## config.mk

```make
export PLATFORM = sky130hd
export DESIGN_NAME = ddarwc_div
export DESIGN_NICKNAME = d
export VERILOG_FILES = /design/src/design/ddarwc_pkg.sv /design/src/design/ddarwc_div.sv
export SDC_FILE = /design/constraint.sdc
export NUM_CORES = 1
export LEC_CHECK = 0
export BUFFER_PORTS_ARGS = -buffer_cell sky130_fd_sc_hd__buf_2
export CAP_MARGIN = 20
export CELL_PAD_IN_SITES_DETAIL_PLACEMENT = 1
export CELL_PAD_IN_SITES_GLOBAL_PLACEMENT = 2
export CORE_MARGIN = 2
export CORE_UTILIZATION = 36
export CTS_CLUSTER_DIAMETER = 120
export DETAILED_ROUTE_END_ITERATION = 7
export PLACE_DENSITY = 0.79
export REMOVE_ABC_BUFFERS = 1
export SLEW_MARGIN = 20
export SYNTH_ARGS = -nofsm -noshare
export SYNTH_HDL_FRONTEND = slang
export SYNTH_SLANG_ARGS = --single-unit
```

## constraint.sdc

```tcl
create_clock -name clk -period 3.5 [get_ports clk]
set_clock_uncertainty 0.15 [all_clocks]
set_input_delay 0.525 -clock clk [delete_from_list [all_inputs] [get_ports clk]]
set_output_delay 0.525 -clock clk [all_outputs]
set_load 0.01 [all_outputs]
```

## src/design/ddarwc_pkg.sv

```systemverilog
// ============================================================================
// ddarwc_pkg
// Shared types and constants of the grid ray caster for one wall column.
// ============================================================================
package ddarwc_pkg;

    // Default geometry.
    localparam int MAP_SIZE_DEF = 64;
    localparam int TEX_SIZE_DEF = 64;

    // Divider widths: a 48-bit dividend covers a Q16-shifted distance numerator.
    localparam int DIV_DW = 48;
    localparam int DIV_VW = 32;

    // Fixed-point constants.
    localparam logic [31:0] SAT32       = 32'hFFFF_FFFF;
    localparam logic [15:0] LINE_SAT    = 16'hFFFF;
    localparam logic [11:0] SCREEN_RST  = 12'd480;

    // Opcodes carried on the input tuser.
    localparam logic OP_WRITE = 1'b0;
    localparam logic OP_RAY   = 1'b1;

    // Divider request from the sequencer.
    typedef struct packed {
        logic              start;
        logic [DIV_DW-1:0] dividend;
        logic [DIV_VW-1:0] divisor;
    } div_req_t;

    // Sequencer states.
    typedef enum logic [3:0] {
        ST_CLEAR,
        ST_IDLE,
        ST_MSTEP,
        ST_MREAD,
        ST_PNUM,
        ST_PDIV,
        ST_LINE,
        ST_LDIV,
        ST_TSTEP,
        ST_TDIV,
        ST_TEXM,
        ST_FIN
    } st_t;

endpackage

```

## src/design/ddarwc_div.sv

```systemverilog
// ============================================================================
// ddarwc_div
// Restoring unsigned divider, one quotient bit per cycle.
// ============================================================================
module ddarwc_div (
    input  logic                      clk,
    input  logic                      rst_n,
    input  ddarwc_pkg::div_req_t      req,
    output logic                      busy,
    output logic                      done,
    output logic [ddarwc_pkg::DIV_DW-1:0] quotient
);

    localparam int DW = ddarwc_pkg::DIV_DW;
    localparam int VW = ddarwc_pkg::DIV_VW;
    localparam int KW = $clog2(DW + 1);

    logic [KW-1:0] cnt_reg, cnt_next;
    logic          busy_reg, busy_next;
    logic          done_reg, done_next;
    logic [VW-1:0] rem_reg, rem_next;
    logic [DW-1:0] quo_reg, quo_next;
    logic [VW-1:0] dvs_reg, dvs_next;
    logic [VW:0]   rem_s;
    logic          ge;

    // Load on start, else one shift-and-subtract step while busy.
    always_comb
    begin
        rem_s     = {rem_reg, quo_reg[DW-1]};
        ge        = rem_s >= {1'b0, dvs_reg};
        cnt_next  = cnt_reg;
        busy_next = busy_reg;
        done_next = 1'b0;
        rem_next  = rem_reg;
        quo_next  = quo_reg;
        dvs_next  = dvs_reg;
        if (req.start)
        begin
            rem_next  = '0;
            quo_next  = req.dividend;
            dvs_next  = req.divisor;
            cnt_next  = KW'(DW);
            busy_next = 1'b1;
        end
        else if (busy_reg)
        begin
            rem_next = ge ? VW'(rem_s - {1'b0, dvs_reg}) : VW'(rem_s);
            quo_next = {quo_reg[DW-2:0], ge};
            cnt_next = cnt_reg - KW'(1);
            if (cnt_reg == KW'(1))
            begin
                busy_next = 1'b0;
                done_next = 1'b1;
            end
        end
    end

    // Control registers.
    always_ff @(posedge clk or negedge rst_n)
    begin
        if (!rst_n)
        begin
            cnt_reg  <= '0;
            busy_reg <= 1'b0;
            done_reg <= 1'b0;
        end
        else
        begin
            cnt_reg  <= cnt_next;
            busy_reg <= busy_next;
            done_reg <= done_next;
        end
    end

    // Datapath registers.
    always_ff @(posedge clk)
    begin
        rem_reg <= rem_next;
        quo_reg <= quo_next;
        dvs_reg <= dvs_next;
    end

    assign busy     = busy_reg;
    assign done     = done_reg;
    assign quotient = quo_reg;

endmodule

```

==> summary.md <==
| Metric | Value |
|---|---|
| Outcome | `finished, final reports clean` |
| Hold_ws | `between 0.1 and 0.15 ns` |
| Routed vias | `~5000` |
| Nets | `847` |
| RSZ-0062 raised after global routing | `false` |
| Tot Pwr | `3.89 mW` |
| Ys Warns | `0` |
| FFs w/ async S/R, synth | `6.67%` |
| Number of synthesized flops with an enable pin | `80` |
| CTS tree | `done` |
| P_int | `approximately 2.9 mW` |
| Clock latency on the worst-skew pair | `around 0.42 ns` |
| Sw frac | `26.5%` |
| Placed Cells | `938` |
| Maximum vdd ir drop | `between 0.3 and 0.4 mV` |
| Top cells by count, synth | `edfxtp_1, mux2_2, nor2_1, inv_1, ha_1` |
| Clk pwr share | `43.4%` |
| Ranking of synthesized cells by area | `edfxtp_1, dfxtp_1, mux2_2` |
| Initial antenna violation count | `1` |
| Initial DRT Pass Iterations | `4` |
| Final cell count without fillers | `approximately 970` |
| First-pass GRT wire length | `28600 µm` |
| Buffers on Ports | `132` |
| Area after DPL | `0.00747 mm²` |
| PwrDens | `484 mW/mm²` |
| TritonCTS buffer count | `17` |
| Hpwl dp | `12700 µm` |
| Crit path buffers/inverters | `2` |
| Max-slew violation count | `0` |
| Post-synth top area share | `36.6%` |
| Setup crit start kind | `register` |
| Clock transition at path regs | `0.06 ns` |
| Leak Pwr | `3.44 nW` |
| Die ar. | `0.0193 mm²` |
| Sequential-to-total area share from yosys stat | `around half` |
| Post-CTS resize count | `0` |
| Place WS | `0.368 ns` |
| Worst-Margin Slew | `0.632 ns` |
| Tot GR Track Use | `between 10% and 20%` |
| Critical path type | `register to register` |
| Comb pwr share | `about an eighth` |
| Synthesis-stage register bit count | `120` |
| Max FFs per register | `48` |
| Max Root-Sink Buffers | `2` |
| CP cell instances | `inv_1, ha_1, nand2b_1, a21o_1, a211oi_2, o211ai_2, a31oi_4, a41o_1, buf_12, nand4_1, a311oi_1` |
| Num rows | `49` |
| Setup TNS | `0 ns` |
| Most common cell in the synthesized netlist | `edfxtp_1` |
| Final period utilization | `90.7%` |
| Die Span X | `roughly 140 µm` |
| Setup WS post-layout | `0.324 ns` |
| Synth Area per Inst | `around 11 µm²` |
| Crit path DAT | `3.35 ns` |
| Root Buffer | `clkbuf_16` |
| Max Clock Freq | `315 MHz` |
| P&R area growth vs syn | `22.7%` |
| Hold crit path type | `input port to register` |
| Routed wire length | `17200 µm` |
| Synth area leader | `edfxtp_1` |
| Critical Path Sink Type | `register` |
| Fin area | `0.00805 mm²` |
| Largest net degree at the start of global routing | `53` |
| Top FF cell, synth | `edfxtp_1` |
| Synth unique cells | `57` |
| Routed vias/inst | `between 5 and 6` |
| Initial Util | `36.6%` |
| Share of the core filled with cells | `45.0%` |
| Top Family by Delay on Critical Path | `compound AO/OA/AOI/OAI gates` |
| I/O pin count | `around 130` |
| Final Setup Violations | `0` |
| Sequential share of power | `a little over two fifths` |
| Vias in the first global route | `5542` |
| Wirelength per Cell | `17.7 µm` |
| Slowest stage delay, CP | `0.39 ns` |
| Critical path data required time | `3.67 ns` |
| Mapped cell area | `0.00656 mm²` |
| Layout cells sized above 1 | `30.6%` |
| CP max FO | `27` |
| Number of routed nets with antenna violations | `0` |
| Critical path's slowest cell | `edfxtp_1` |
| Fin crit period | `approximately 3.2 ns` |
| Area of the core | `0.0179 mm²` |
| Syn Inst Count | `~590` |
| Initial drt markers | `231` |
| H-tree depth | `4` |
| Final Hold Fails | `0` |
| Max cap viols | `0` |
| Worst slew margin | `between 50 and 60%` |
| CTS sink cnt | `120` |
| Remaining DRCs | `0` |
| Placer Congestion | `approximately 0.8` |
| GR Overflow Total | `0` |
| Sw power | `~1.0 mW` |
| DIE HEIGHT | `139 µm` |
-- placed cells by master, fill, tap and decap left out, types with 8 or more instances in the layout --
| cell | synthesis | layout |
|---|---|---|
| a211oi_1 | 19 | 19 |
| a21o_1 | 11 | 11 |
| a21oi_1 | 33 | 33 |
| buf_2 | 3 | 131 |
| buf_4 | 0 | 9 |
| clkbuf_16 | 0 | 17 |
| dfxtp_1 | 32 | 32 |
| edfxtp_1 | 80 | 80 |
| ha_1 | 34 | 34 |
| inv_1 | 42 | 41 |
| mux2_2 | 48 | 48 |
| mux2i_1 | 20 | 20 |
| nand2_1 | 33 | 33 |
| nand2b_1 | 12 | 12 |
| nand4_1 | 8 | 8 |
| nor2_1 | 44 | 44 |
| nor3_1 | 12 | 12 |
| o21ai_0 | 23 | 23 |
| xnor2_1 | 17 | 17 |
| xor2_1 | 14 | 14 |
-- logic make-up (layout without fill, tap and decap cells) --
group                      count (synthesis)  count (layout)  share of synthesized area (%)
buffers and inverters                     65             216                           4.25
and+or+nand+nor                          139             139                           10.2
muxes                                     68              68                           11.3
xor gates and xnor gates                  31              31                           4.14
DFF                                      120             120                           49.4
AOI/OAI and AO/OA                        133             133                           13.8
other                                      0               1                              0
adders and majority gates                 35              35                           6.79
-- cell type report --
type                    count  area (µm²)
diodes                      1        2.50
multi-input cells         406        3040
fillers                  1988        9850
clock inverters            15         143
well taps                 229         287
inverters                  42         158
flip-flops and latches    120        3240
repair buffers            142         753
clock buffers              17         425
-- path summary, 6_finish.rpt --
path / startpoint / to / slack, ns / depth (start not counted)
max: dvs_reg[1]$_DFFE_PP_ / rem_reg[20]$_SDFFE_PP0P_ / 0.32 / 11
min: req[29] / dvs_reg[29]$_DFFE_PP_ / 0.13 / 1
max reg2reg: dvs_reg[1]$_DFFE_PP_ / rem_reg[20]$_SDFFE_PP0P_ / 0.32 / 11
min reg2reg: rem_reg[7]$_SDFFE_PP0P_ / rem_reg[7]$_SDFFE_PP0P_ / 0.34 / 2
max in group asynchronous: rst_n / busy$_DFF_PN0_ / 2.68 / 2
min in group asynchronous: rst_n / done$_DFF_PN0_ / 0.33 / 2
-- routing by layer --
metal | vias up | track usage [%] | routed length [µm]
met5 | - | 0 | 0
met4 | 0 | 5.00 | 239
met3 | 19 | 8.01 | 1510
met2 | 152 | 30.6 | 8110
met1 | 2465 | 22.0 | 7330
li1 | 2461 | - | -
-- timing repair --
| action | in CTS | in global routing |
|---|---|---|
| setup buffers | 0 | 0 |
| hold endpoints to repair | 8 | 0 |
| hold buffers | 1 | 0 |
-- power by group through the flow --
stage | registers [mW] | logic, mW | clock network, mW
after global placement | 1.72 | 0.492 | 0
after detailed placement | 1.73 | 0.505 | 0
after CTS | 1.70 | 0.509 | 1.73
after global routing | 1.72 | 0.561 | 1.79
after floorplan | 1.74 | 0.267 | 0
final | 1.70 | 0.503 | 1.69
(Power assumes the default switching activity.)
